File: config.mk
export PLATFORM = sky130hd
export DESIGN_NAME = sorted_list_merge_core
export DESIGN_NICKNAME = d
export VERILOG_FILES = /design/src/slm_pkg.sv /design/src/slm_front.sv /design/src/slm_back.sv /design/src/sorted_list_merge_core.sv
export SDC_FILE = /design/constraint.sdc
export NUM_CORES = 2
export LEC_CHECK = 0
export BUFFER_PORTS_ARGS = -buffer_cell sky130_fd_sc_hd__buf_2
export CORE_ASPECT_RATIO = 1.75
export CORE_MARGIN = 4
export CORE_UTILIZATION = 30
export CTS_CLUSTER_DIAMETER = 120
export DETAILED_ROUTE_END_ITERATION = 12
export PLACE_DENSITY = 0.46
export SLEW_MARGIN = 10
export SYNTH_ARGS = -nofsm -noshare
export SYNTH_HDL_FRONTEND = slang
export SYNTH_HIERARCHICAL = 1
export SYNTH_SLANG_ARGS = --single-unit
File: constraint.sdc
create_clock -name clk -period 5.39 [get_ports clk]
set_input_delay 1.078 -clock clk [delete_from_list [all_inputs] [get_ports clk]]
set_output_delay 1.078 -clock clk [all_outputs]
set_load 0.02 [all_outputs]
File: src/slm_pkg.sv
// slm_pkg: shared sizes, function codes and transfer records for the sorted list merge block.
// No dependencies; imported by slm_front, slm_back and sorted_list_merge_core.
`timescale 1ns / 1ps

package slm_pkg;

  // Store geometry
  localparam int LIST_DEPTH = 32;
  localparam int DATA_WIDTH = 32;
  localparam int ADDR_W     = (LIST_DEPTH > 1) ? $clog2(LIST_DEPTH) : 1;
  localparam int CNT_W      = $clog2(LIST_DEPTH + 1);

  // Command queue between front and back (power-of-two depth)
  localparam int CMDQ_DEPTH = 4;
  localparam int CMDQ_PTR_W = $clog2(CMDQ_DEPTH);
  localparam int CMDQ_CNT_W = CMDQ_PTR_W + 1;

  // Result queue at the output (two entries)
  localparam int OUTQ_DEPTH = 2;
  localparam int OUTQ_PTR_W = 1;
  localparam int OUTQ_CNT_W = 2;

  // Function codes of an input item
  typedef logic [1:0] func_t;
  localparam func_t FUNC_LOAD_A = 2'd0;
  localparam func_t FUNC_LOAD_B = 2'd1;
  localparam func_t FUNC_MERGE  = 2'd2;

  typedef logic signed [DATA_WIDTH-1:0] data_t;

  // One queued command
  typedef struct packed {
    func_t func;
    data_t value;
  } cmd_t;

  // One result record
  typedef struct packed {
    data_t merged_value;
    logic  last;
    logic  empty_res;
    logic  overflow;
  } res_t;

endpackage

File: src/slm_front.sv
// slm_front: input side of the merge block; accepts items, drops unused function codes
// and buffers commands in a small queue for the back end. Depends on slm_pkg.
`timescale 1ns / 1ps

module slm_front (
  input  logic              clk,
  input  logic              rst_n,
  input  logic              in_push,
  input  slm_pkg::func_t    in_func,
  input  slm_pkg::data_t    in_value,
  output logic              in_full,
  output logic              cmd_valid,
  output slm_pkg::cmd_t     cmd,
  input  logic              cmd_pop
);
  import slm_pkg::*;

  cmd_t                  cq_r [CMDQ_DEPTH];
  logic [CMDQ_PTR_W-1:0] wr_ptr_r, wr_ptr_nxt;
  logic [CMDQ_PTR_W-1:0] rd_ptr_r, rd_ptr_nxt;
  logic [CMDQ_CNT_W-1:0] cnt_r, cnt_nxt;
  logic                  accept;
  logic                  keep;
  logic                  take;

  assign in_full   = (cnt_r == CMDQ_CNT_W'(CMDQ_DEPTH));
  assign accept    = in_push & ~in_full;
  assign cmd_valid = (cnt_r != '0);
  assign take      = cmd_pop & cmd_valid;
  assign cmd       = cq_r[rd_ptr_r];

  // Classify: only load and merge codes go on to the back end
  always_comb begin
    keep = 1'b0;
    case (in_func) inside
      FUNC_LOAD_A, FUNC_LOAD_B, FUNC_MERGE: keep = accept;
      default:                              keep = 1'b0;
    endcase
  end

  // Queue pointers and fill count
  always_comb begin
    wr_ptr_nxt = wr_ptr_r + CMDQ_PTR_W'(keep);
    rd_ptr_nxt = rd_ptr_r + CMDQ_PTR_W'(take);
    cnt_nxt    = cnt_r + CMDQ_CNT_W'(keep) - CMDQ_CNT_W'(take);
  end

  always_ff @(posedge clk) begin
    if (!rst_n) begin
      wr_ptr_r <= '0;
      rd_ptr_r <= '0;
      cnt_r    <= '0;
    end else begin
      wr_ptr_r <= wr_ptr_nxt;
      rd_ptr_r <= rd_ptr_nxt;
      cnt_r    <= cnt_nxt;
    end
  end

  // Queue storage
  always_ff @(posedge clk) begin
    if (keep) begin
      cq_r[wr_ptr_r] <= '{func: in_func, value: in_value};
    end
  end

endmodule

File: src/slm_back.sv
// slm_back: executes queued commands; holds both list stores, counts and drop flag,
// runs the merge and buffers results in a two-entry queue. Depends on slm_pkg.
`timescale 1ns / 1ps

module slm_back (
  input  logic           clk,
  input  logic           rst_n,
  input  logic           cmd_valid,
  input  slm_pkg::cmd_t  cmd,
  output logic           cmd_pop,
  output logic           out_empty,
  input  logic           out_pop,
  output slm_pkg::res_t  res
);
  import slm_pkg::*;

  localparam logic ST_IDLE  = 1'b0;
  localparam logic ST_MERGE = 1'b1;

  logic state_r, state_nxt;

  // List stores and registered read ports
  logic [DATA_WIDTH-1:0] mem_a [LIST_DEPTH];
  logic [DATA_WIDTH-1:0] mem_b [LIST_DEPTH];
  logic [DATA_WIDTH-1:0] rd_a_r, rd_b_r;

  logic [CNT_W-1:0] count_a_r, count_a_nxt;
  logic [CNT_W-1:0] count_b_r, count_b_nxt;
  logic [CNT_W-1:0] idx_a_r, idx_a_nxt;
  logic [CNT_W-1:0] idx_b_r, idx_b_nxt;
  logic [CNT_W-1:0] inc_a, inc_b;
  logic             dropped_r, dropped_nxt;

  logic load_a, load_b, start;
  logic full_a, full_b;
  logic a_left, b_left, both_empty, take_a;
  logic step, adv_a, adv_b, done;
  res_t res_nxt;

  // Result queue
  res_t                  oq_r [OUTQ_DEPTH];
  logic [OUTQ_PTR_W-1:0] owr_r, ord_r;
  logic [OUTQ_CNT_W-1:0] ocnt_r;
  logic                  oq_full, opop;

  // Command dispatch
  assign cmd_pop = (state_r == ST_IDLE) & cmd_valid;
  assign load_a  = cmd_pop & (cmd.func == FUNC_LOAD_A);
  assign load_b  = cmd_pop & (cmd.func == FUNC_LOAD_B);
  assign start   = cmd_pop & (cmd.func == FUNC_MERGE);
  assign full_a  = (count_a_r == CNT_W'(LIST_DEPTH));
  assign full_b  = (count_b_r == CNT_W'(LIST_DEPTH));

  // Merge step: compare the two heads, B wins ties
  assign a_left     = (idx_a_r < count_a_r);
  assign b_left     = (idx_b_r < count_b_r);
  assign both_empty = (count_a_r == '0) & (count_b_r == '0);
  assign take_a     = (a_left & b_left) ? ($signed(rd_a_r) < $signed(rd_b_r)) : a_left;
  assign step       = (state_r == ST_MERGE) & ~oq_full;
  assign adv_a      = step & ~both_empty & take_a;
  assign adv_b      = step & ~both_empty & ~take_a;
  assign inc_a      = idx_a_r + CNT_W'(adv_a);
  assign inc_b      = idx_b_r + CNT_W'(adv_b);
  assign done       = step & (both_empty | ((inc_a == count_a_r) & (inc_b == count_b_r)));

  always_comb begin
    res_nxt.merged_value = both_empty ? '0 : (take_a ? data_t'(rd_a_r) : data_t'(rd_b_r));
    res_nxt.last         = done;
    res_nxt.empty_res    = both_empty;
    res_nxt.overflow     = dropped_r;
  end

  // Next state of counts, indexes and flag
  always_comb begin
    state_nxt   = state_r;
    count_a_nxt = count_a_r;
    count_b_nxt = count_b_r;
    dropped_nxt = dropped_r;
    idx_a_nxt   = done ? '0 : inc_a;
    idx_b_nxt   = done ? '0 : inc_b;
    unique case (state_r)
      ST_IDLE: begin
        if (load_a) begin
          if (full_a) dropped_nxt = 1'b1;
          else        count_a_nxt = count_a_r + CNT_W'(1);
        end
        if (load_b) begin
          if (full_b) dropped_nxt = 1'b1;
          else        count_b_nxt = count_b_r + CNT_W'(1);
        end
        if (start) state_nxt = ST_MERGE;
      end
      ST_MERGE: begin
        if (done) begin
          count_a_nxt = '0;
          count_b_nxt = '0;
          dropped_nxt = 1'b0;
          state_nxt   = ST_IDLE;
        end
      end
      default: state_nxt = ST_IDLE;
    endcase
  end

  always_ff @(posedge clk) begin
    if (!rst_n) begin
      state_r   <= ST_IDLE;
      count_a_r <= '0;
      count_b_r <= '0;
      idx_a_r   <= '0;
      idx_b_r   <= '0;
      dropped_r <= 1'b0;
    end else begin
      state_r   <= state_nxt;
      count_a_r <= count_a_nxt;
      count_b_r <= count_b_nxt;
      idx_a_r   <= idx_a_nxt;
      idx_b_r   <= idx_b_nxt;
      dropped_r <= dropped_nxt;
    end
  end

  // Store writes and head reads; the read address follows the next index
  always_ff @(posedge clk) begin
    if (load_a && !full_a) begin
      mem_a[count_a_r[ADDR_W-1:0]] <= cmd.value;
    end
    rd_a_r <= mem_a[idx_a_nxt[ADDR_W-1:0]];
  end

  always_ff @(posedge clk) begin
    if (load_b && !full_b) begin
      mem_b[count_b_r[ADDR_W-1:0]] <= cmd.value;
    end
    rd_b_r <= mem_b[idx_b_nxt[ADDR_W-1:0]];
  end

  // Result queue control
  assign oq_full   = (ocnt_r == OUTQ_CNT_W'(OUTQ_DEPTH));
  assign out_empty = (ocnt_r == '0);
  assign opop      = out_pop & ~out_empty;
  assign res       = oq_r[ord_r];

  always_ff @(posedge clk) begin
    if (!rst_n) begin
      owr_r  <= '0;
      ord_r  <= '0;
      ocnt_r <= '0;
    end else begin
      owr_r  <= owr_r + OUTQ_PTR_W'(step);
      ord_r  <= ord_r + OUTQ_PTR_W'(opop);
      ocnt_r <= ocnt_r + OUTQ_CNT_W'(step) - OUTQ_CNT_W'(opop);
    end
  end

  always_ff @(posedge clk) begin
    if (step) begin
      oq_r[owr_r] <= res_nxt;
    end
  end

endmodule

File: src/sorted_list_merge_core.sv
// sorted_list_merge_core: top level of the two-way merge of sorted lists.
// Depends on slm_pkg, slm_front and slm_back.
`timescale 1ns / 1ps

// Loads (func 0 for list A, func 1 for list B) append one signed element to a
// 32-entry store; loads into a full store are dropped and flagged as overflow on
// the next merge. A merge (func 2) emits every stored element in ascending order,
// list B first on ties, last set on the final result, or a single result with
// empty_res set when both lists are empty; afterwards both lists are empty.
// func 3 is taken and discarded. In the back end a load is executed as it is popped;
// a merge is dispatched and then emits its results (at least one) while the result
// queue has room; each list store has a single read port giving one head per cycle.
// A four-entry command queue lets the input keep taking items while a merge runs,
// and a two-entry result queue absorbs short stalls on the output side.
module sorted_list_merge_core (
  input  logic           clk,
  input  logic           rst_n,
  input  logic           in_push,
  input  slm_pkg::func_t in_func,
  input  slm_pkg::data_t in_value,
  output logic           in_full,
  output logic           out_empty,
  input  logic           out_pop,
  output slm_pkg::data_t out_merged_value,
  output logic           out_last,
  output logic           out_empty_res,
  output logic           out_overflow
);
  import slm_pkg::*;

  logic cmd_valid;
  logic cmd_pop;
  cmd_t cmd;
  res_t res;

  slm_front u_front (
    .clk       (clk),
    .rst_n     (rst_n),
    .in_push   (in_push),
    .in_func   (in_func),
    .in_value  (in_value),
    .in_full   (in_full),
    .cmd_valid (cmd_valid),
    .cmd       (cmd),
    .cmd_pop   (cmd_pop)
  );

  slm_back u_back (
    .clk       (clk),
    .rst_n     (rst_n),
    .cmd_valid (cmd_valid),
    .cmd       (cmd),
    .cmd_pop   (cmd_pop),
    .out_empty (out_empty),
    .out_pop   (out_pop),
    .res       (res)
  );

  // Result record onto separate ports
  assign out_merged_value = res.merged_value;
  assign out_last         = res.last;
  assign out_empty_res    = res.empty_res;
  assign out_overflow     = res.overflow;

endmodule
==> metrics.txt <==
# TYPE chip_impl_metric gauge
chip_impl_info{name="clock-root-buffer",value="sky130_fd_sc_hd__clkbuf_16"} 1
chip_impl_metric{name="ys_ff_latch",unit=""} 2356
chip_impl_metric{name="groute.usage.overall",unit="%"} 20.1
chip_impl_metric{name="setup_ws",unit="ps"} -373
chip_impl_metric{name="fraction_of_synthesized_cell_area_in_xor_and_xnor_cells",unit="%"} 0.404
chip_impl_info{name="clock_tree_from_tritoncts",value="built"} 1
chip_impl_metric{name="worstSkewPairLatency",unit="ps"} 930
chip_impl_metric{name="detailedPlacementHpwl",unit="mm"} 203
chip_impl_metric{name="worst_setup_hold_path_clk_slew",unit="ps"} 60
chip_impl_info{name="post-synth-top-count-cell",value="sky130_fd_sc_hd__edfxtp_1"} 1
chip_impl_metric{name="antenna_found_initial",unit=""} 10
chip_impl_metric{name="first_global_vias",unit=""} 57700
chip_impl_metric{name="drive_above_1_share",unit="%"} 25.4
chip_impl_metric{name="cts.sinks",unit=""} 2356
chip_impl_metric{name="finish.net_count",unit=""} 6882
chip_impl_metric{name="timing.max_slew.rel_slack",unit="%"} 22.0
chip_impl_metric{name="drt_drc_violations_left",unit=""} 0
chip_impl_metric{name="postLayoutCellArea",unit="sq um"} 115000
chip_impl_metric{name="groute.layer.met2.usage",unit="%"} 36.0
chip_impl_metric{name="sum_of_routed_wire_length_over_all_layers",unit="mm"} 332
chip_impl_metric{name="min_period_over_period",unit="%"} 107
chip_impl_metric{name="synth_largest_type_area_fraction",unit="%"} 72.6
chip_impl_metric{name="grt_start_max_net_pins",unit=""} 116
chip_impl_metric{name="globalRouteMet1Util",unit="%"} 22.5
chip_impl_metric{name="drt_iter0_markers",unit=""} 4638
chip_impl_metric{name="max_buffers_root_to_sink",unit=""} 4
chip_impl_metric{name="start_util",unit="%"} 30.2
chip_impl_metric{name="ir_worst_vdd",unit="mV"} 0.409
chip_impl_metric{name="post_drt_via_cell_ratio",unit=""} 5.17
chip_impl_metric{name="syn_inst",unit=""} 6059
chip_impl_info{name="main_combinational_cell_family_by_area_after_synthesis",value="compound AO/OA/AOI/OAI gates"} 1
chip_impl_metric{name="die_extent_in_y",unit="um"} 745
chip_impl_metric{name="fmax",unit="GHz"} 0.174
chip_impl_info{name="synthTopCellsByArea",value="sky130_fd_sc_hd__edfxtp_1 (73%), sky130_fd_sc_hd__mux2i_1 (3.0%), sky130_fd_sc_hd__mux2_2 (2.7%)"} 1
chip_impl_info{name="synth_top_area_cell",value="sky130_fd_sc_hd__edfxtp_1"} 1
chip_impl_metric{name="slew_viol_final",unit=""} 0
chip_impl_metric{name="setup_viol",unit=""} 65
chip_impl_metric{name="cts_htree_levels",unit=""} 4
chip_impl_metric{name="total_power",unit="mW"} 47.3
chip_impl_metric{name="skew",unit="ps"} 88.7
chip_impl_metric{name="detail_route.first_pass.iterations",unit=""} 6
chip_impl_metric{name="proportion_of_synthesized_chip_area_in_sequential_cells",unit="%"} 74.8
chip_impl_metric{name="mappedNetlistNets",unit=""} 6158
chip_impl_info{name="setup_repair_after_global_routing_missed_its_margin",value="true"} 1
chip_impl_metric{name="max_cap_viol_count",unit=""} 0
chip_impl_metric{name="post_synth.cell_area_avg",unit="sq um"} 15.4
chip_impl_info{name="critical_path.endpoint_type",value="register"} 1
chip_impl_metric{name="use_met3",unit="%"} 2.25
chip_impl_metric{name="critical_path_arrival",unit="ps"} 6520
chip_impl_metric{name="grt_pass1_wl",unit="mm"} 459
chip_impl_info{name="result_of_the_run",value="finished, violations left"} 1
chip_impl_metric{name="detail_route.wl_per_cell",unit="um"} 30.0
chip_impl_metric{name="dieArea",unit="sq um"} 320000
chip_impl_metric{name="cts-hold-fix-buffers",unit=""} 0
chip_impl_metric{name="detailed_place.area",unit="sq um"} 105000
chip_impl_metric{name="fin_crit",unit="ps"} 5760
chip_impl_info{name="gr-max-usage-layer",value="met2"} 1
chip_impl_metric{name="cp_max_fo",unit=""} 6
chip_impl_metric{name="mappedNetlistArea",unit="sq um"} 93200
chip_impl_metric{name="globalplace.congestion",unit=""} 0.883
chip_impl_info{name="ys.flop_type",value="sky130_fd_sc_hd__edfxtp_1"} 1
chip_impl_metric{name="synth_cell_types",unit=""} 82
chip_impl_metric{name="grt.overflow.total",unit=""} 0
chip_impl_info{name="violations_in_the_final_reports",value="setup timing"} 1
chip_impl_metric{name="worst_path_required",unit="ps"} 6150
chip_impl_metric{name="synthAdderAreaFrac",unit="%"} 0.827
chip_impl_metric{name="synth-compound-area-share",unit="%"} 8.35
chip_impl_metric{name="floorplan.rows",unit=""} 270
chip_impl_metric{name="vias",unit=""} 57100
chip_impl_metric{name="total_leakage_power",unit="nW"} 38.2
chip_impl_metric{name="core",unit="sq um"} 309000
chip_impl_metric{name="drtAntennaViolNets",unit=""} 0
chip_impl_metric{name="postSynth.asyncResetShare",unit="%"} 0
chip_impl_info{name="crit_path_start_kind",value="register"} 1
chip_impl_info{name="most_frequent_cells_after_synthesis",value="sky130_fd_sc_hd__edfxtp_1 (2254), sky130_fd_sc_hd__nand2_1 (586), sky130_fd_sc_hd__nor2_1 (360), sky130_fd_sc_hd__clkbuf_1 (306), sky130_fd_sc_hd__nand3_1 (284)"} 1
chip_impl_metric{name="synthSimpleGateAreaFrac",unit="%"} 6.76
chip_impl_metric{name="synth_warnings",unit=""} 6
chip_impl_metric{name="io_pins",unit=""} 75
chip_impl_metric{name="layout_utilization",unit="%"} 37.4
chip_impl_metric{name="power_density_cells",unit="nW/um^2"} 410
chip_impl_metric{name="dieWidth",unit="um"} 429
chip_impl_metric{name="worst_slew_pin_slew",unit="ps"} 1170
chip_impl_metric{name="synthMuxAreaShare",unit="%"} 6.69
chip_impl_metric{name="numPortBuffers",unit=""} 74
chip_impl_metric{name="finalHoldViolations",unit=""} 0
chip_impl_metric{name="synth_edf_count",unit=""} 2254
chip_impl_metric{name="numCtsBuffers",unit=""} 223
chip_impl_info{name="worst-setup-path-type",value="register to register"} 1
chip_impl_metric{name="area_growth_syn_to_layout",unit="%"} 23.9
chip_impl_info{name="holdCritPathClass",value="primary input to register"} 1
## path summary, 6_finish.rpt
check | start | end | slack [ps] | depth (start not counted)
hold / removal | in_value[5] | u_front/cq_r[2][5] | 430 | 1
hold reg to reg | u_back/dropped_r | u_back/oq_r[1][0] | 470 | 0
setup / recovery | u_back/rd_b_r[1] | u_back/rd_b_r[26] | -370 | 25
setup reg to reg | u_back/rd_b_r[1] | u_back/rd_b_r[26] | -370 | 25
## routing by layer
metal | vias to the layer above | wire length (um)
met5 | - | 27
met3 | 611 | 13500
met1 | 29900 | 122000
met4 | 4 | 26500
met2 | 1608 | 170000
li1 | 25000 | -
## cell type report
cell class,instances,area [sq um]
fillers,28900,194000
flip-flops and latches,2356,69800
multi-input cells,3202,24000
repair buffers,879,9000
clock buffers,292,5970
well taps,4080,5100
clock inverters,115,1160
inverters,121,457
diodes,14,35.0
## cells in the final DEF (no fill, tap or decap), types with 38 or more instances in the layout
cell and n:
sky130_fd_sc_hd__nand4_1 43, sky130_fd_sc_hd__and2_1 40, sky130_fd_sc_hd__nor3_1 38, sky130_fd_sc_hd__ha_1 52, sky130_fd_sc_hd__clkinv_1 38, sky130_fd_sc_hd__o211ai_1 65
sky130_fd_sc_hd__clkbuf_1 56, sky130_fd_sc_hd__buf_6 70, sky130_fd_sc_hd__edfxtp_1 2254, sky130_fd_sc_hd__o22ai_1 83, sky130_fd_sc_hd__o21ai_0 166, sky130_fd_sc_hd__inv_1 115
sky130_fd_sc_hd__nor2_4 63, sky130_fd_sc_hd__clkbuf_16 230, sky130_fd_sc_hd__dfxtp_1 85, sky130_fd_sc_hd__a21oi_1 200, sky130_fd_sc_hd__nand2_1 586, sky130_fd_sc_hd__mux2_2 156
sky130_fd_sc_hd__nand3_1 249, sky130_fd_sc_hd__a211o_1 61, sky130_fd_sc_hd__o221ai_1 60, sky130_fd_sc_hd__buf_4 561, sky130_fd_sc_hd__buf_12 121, sky130_fd_sc_hd__mux2_4 68
sky130_fd_sc_hd__buf_2 74, sky130_fd_sc_hd__a31oi_1 66, sky130_fd_sc_hd__mux2i_1 282, sky130_fd_sc_hd__nor2_1 291
## registers in the layout, summed over array words and instances, names as in the netlist, named ones only
signal / flops
u_back/ord_r: 1
u_front/rd_ptr_r: 2
u_back/idx_b_r: 6
u_back/ocnt_r: 2
u_front/cq_r: 136
u_back/count_a_r: 6
u_back/mem_b: 1024
u_back/dropped_r: 1
u_front/cnt_r: 3
u_back/state_r: 1
u_front/wr_ptr_r: 2
u_back/count_b_r: 6
u_back/rd_a_r: 32
u_back/idx_a_r: 6
u_back/mem_a: 1024
u_back/rd_b_r: 32
u_back/owr_r: 1
u_back/oq_r: 70
## timing repair
| item | CTS | global route |
|---|---|---|
| pin swaps | 157 | 158 |
| resized for setup | 362 | 129 |
| gates cloned | 20 | 6 |
| buffers inserted | 64 | 31 |
| endpoints found under the setup margin | 92 | 70 |
## cell families (layout without fill, tap and decap cells)
group,count (synthesis),in the layout
xor+xnor,35,35
other cells,0,14
simple gates,1446,1446
fa+ha+maj,61,61
buf+inv,501,1407
compound gates,1115,1115
flops,2356,2356
mux,545,545
## through the flow
step	worst slack, ps	hold WS [ps]	std cells	TNS [ps]
after floorplan	-14.9	426	6059	-1320
after global placement	-2120	443	10500	-127970
after detailed placement	-1980	456	10500	-123370
after CTS	-328	363	11000	-14000
after global routing	-470	387	11000	-25670
final	-373	433	11100	-16360
## worst max-delay path, stage by stage, from the launching register on
cell	delay, ps
sky130_fd_sc_hd__dfxtp_4	410
sky130_fd_sc_hd__inv_4	50
sky130_fd_sc_hd__ha_4	220
sky130_fd_sc_hd__a21o_1	210
sky130_fd_sc_hd__a21oi_2	180
sky130_fd_sc_hd__o211a_4	250
sky130_fd_sc_hd__a21oi_4	80
sky130_fd_sc_hd__o311ai_4	370
sky130_fd_sc_hd__nand4_1	210
sky130_fd_sc_hd__buf_6	190
sky130_fd_sc_hd__nor3_4	140
sky130_fd_sc_hd__ha_4	170
sky130_fd_sc_hd__ha_4	190
sky130_fd_sc_hd__xor2_1	140
sky130_fd_sc_hd__nor3_1	150
sky130_fd_sc_hd__nand3_1	130
sky130_fd_sc_hd__or4b_4	550
sky130_fd_sc_hd__buf_6	140
sky130_fd_sc_hd__o211ai_4	170
sky130_fd_sc_hd__buf_12	190
sky130_fd_sc_hd__buf_16	170
sky130_fd_sc_hd__buf_12	110
sky130_fd_sc_hd__mux2_4	280
sky130_fd_sc_hd__a222oi_1	470
sky130_fd_sc_hd__a21boi_2	290
sky130_fd_sc_hd__a32oi_2	100
## report_power, final
group | internal (mW) | total (mW) | leakage, nW | switching, mW
Combinational | 2.84 | 8.86 | 13.6 | 6.02
Clock | 8.80 | 15.8 | 3.46 | 7.02
Sequential | 22.2 | 22.6 | 21.1 | 0.443
Total | 33.8 | 47.3 | 38.2 | 13.5
Note: power is estimated with default switching activity, not from simulation.
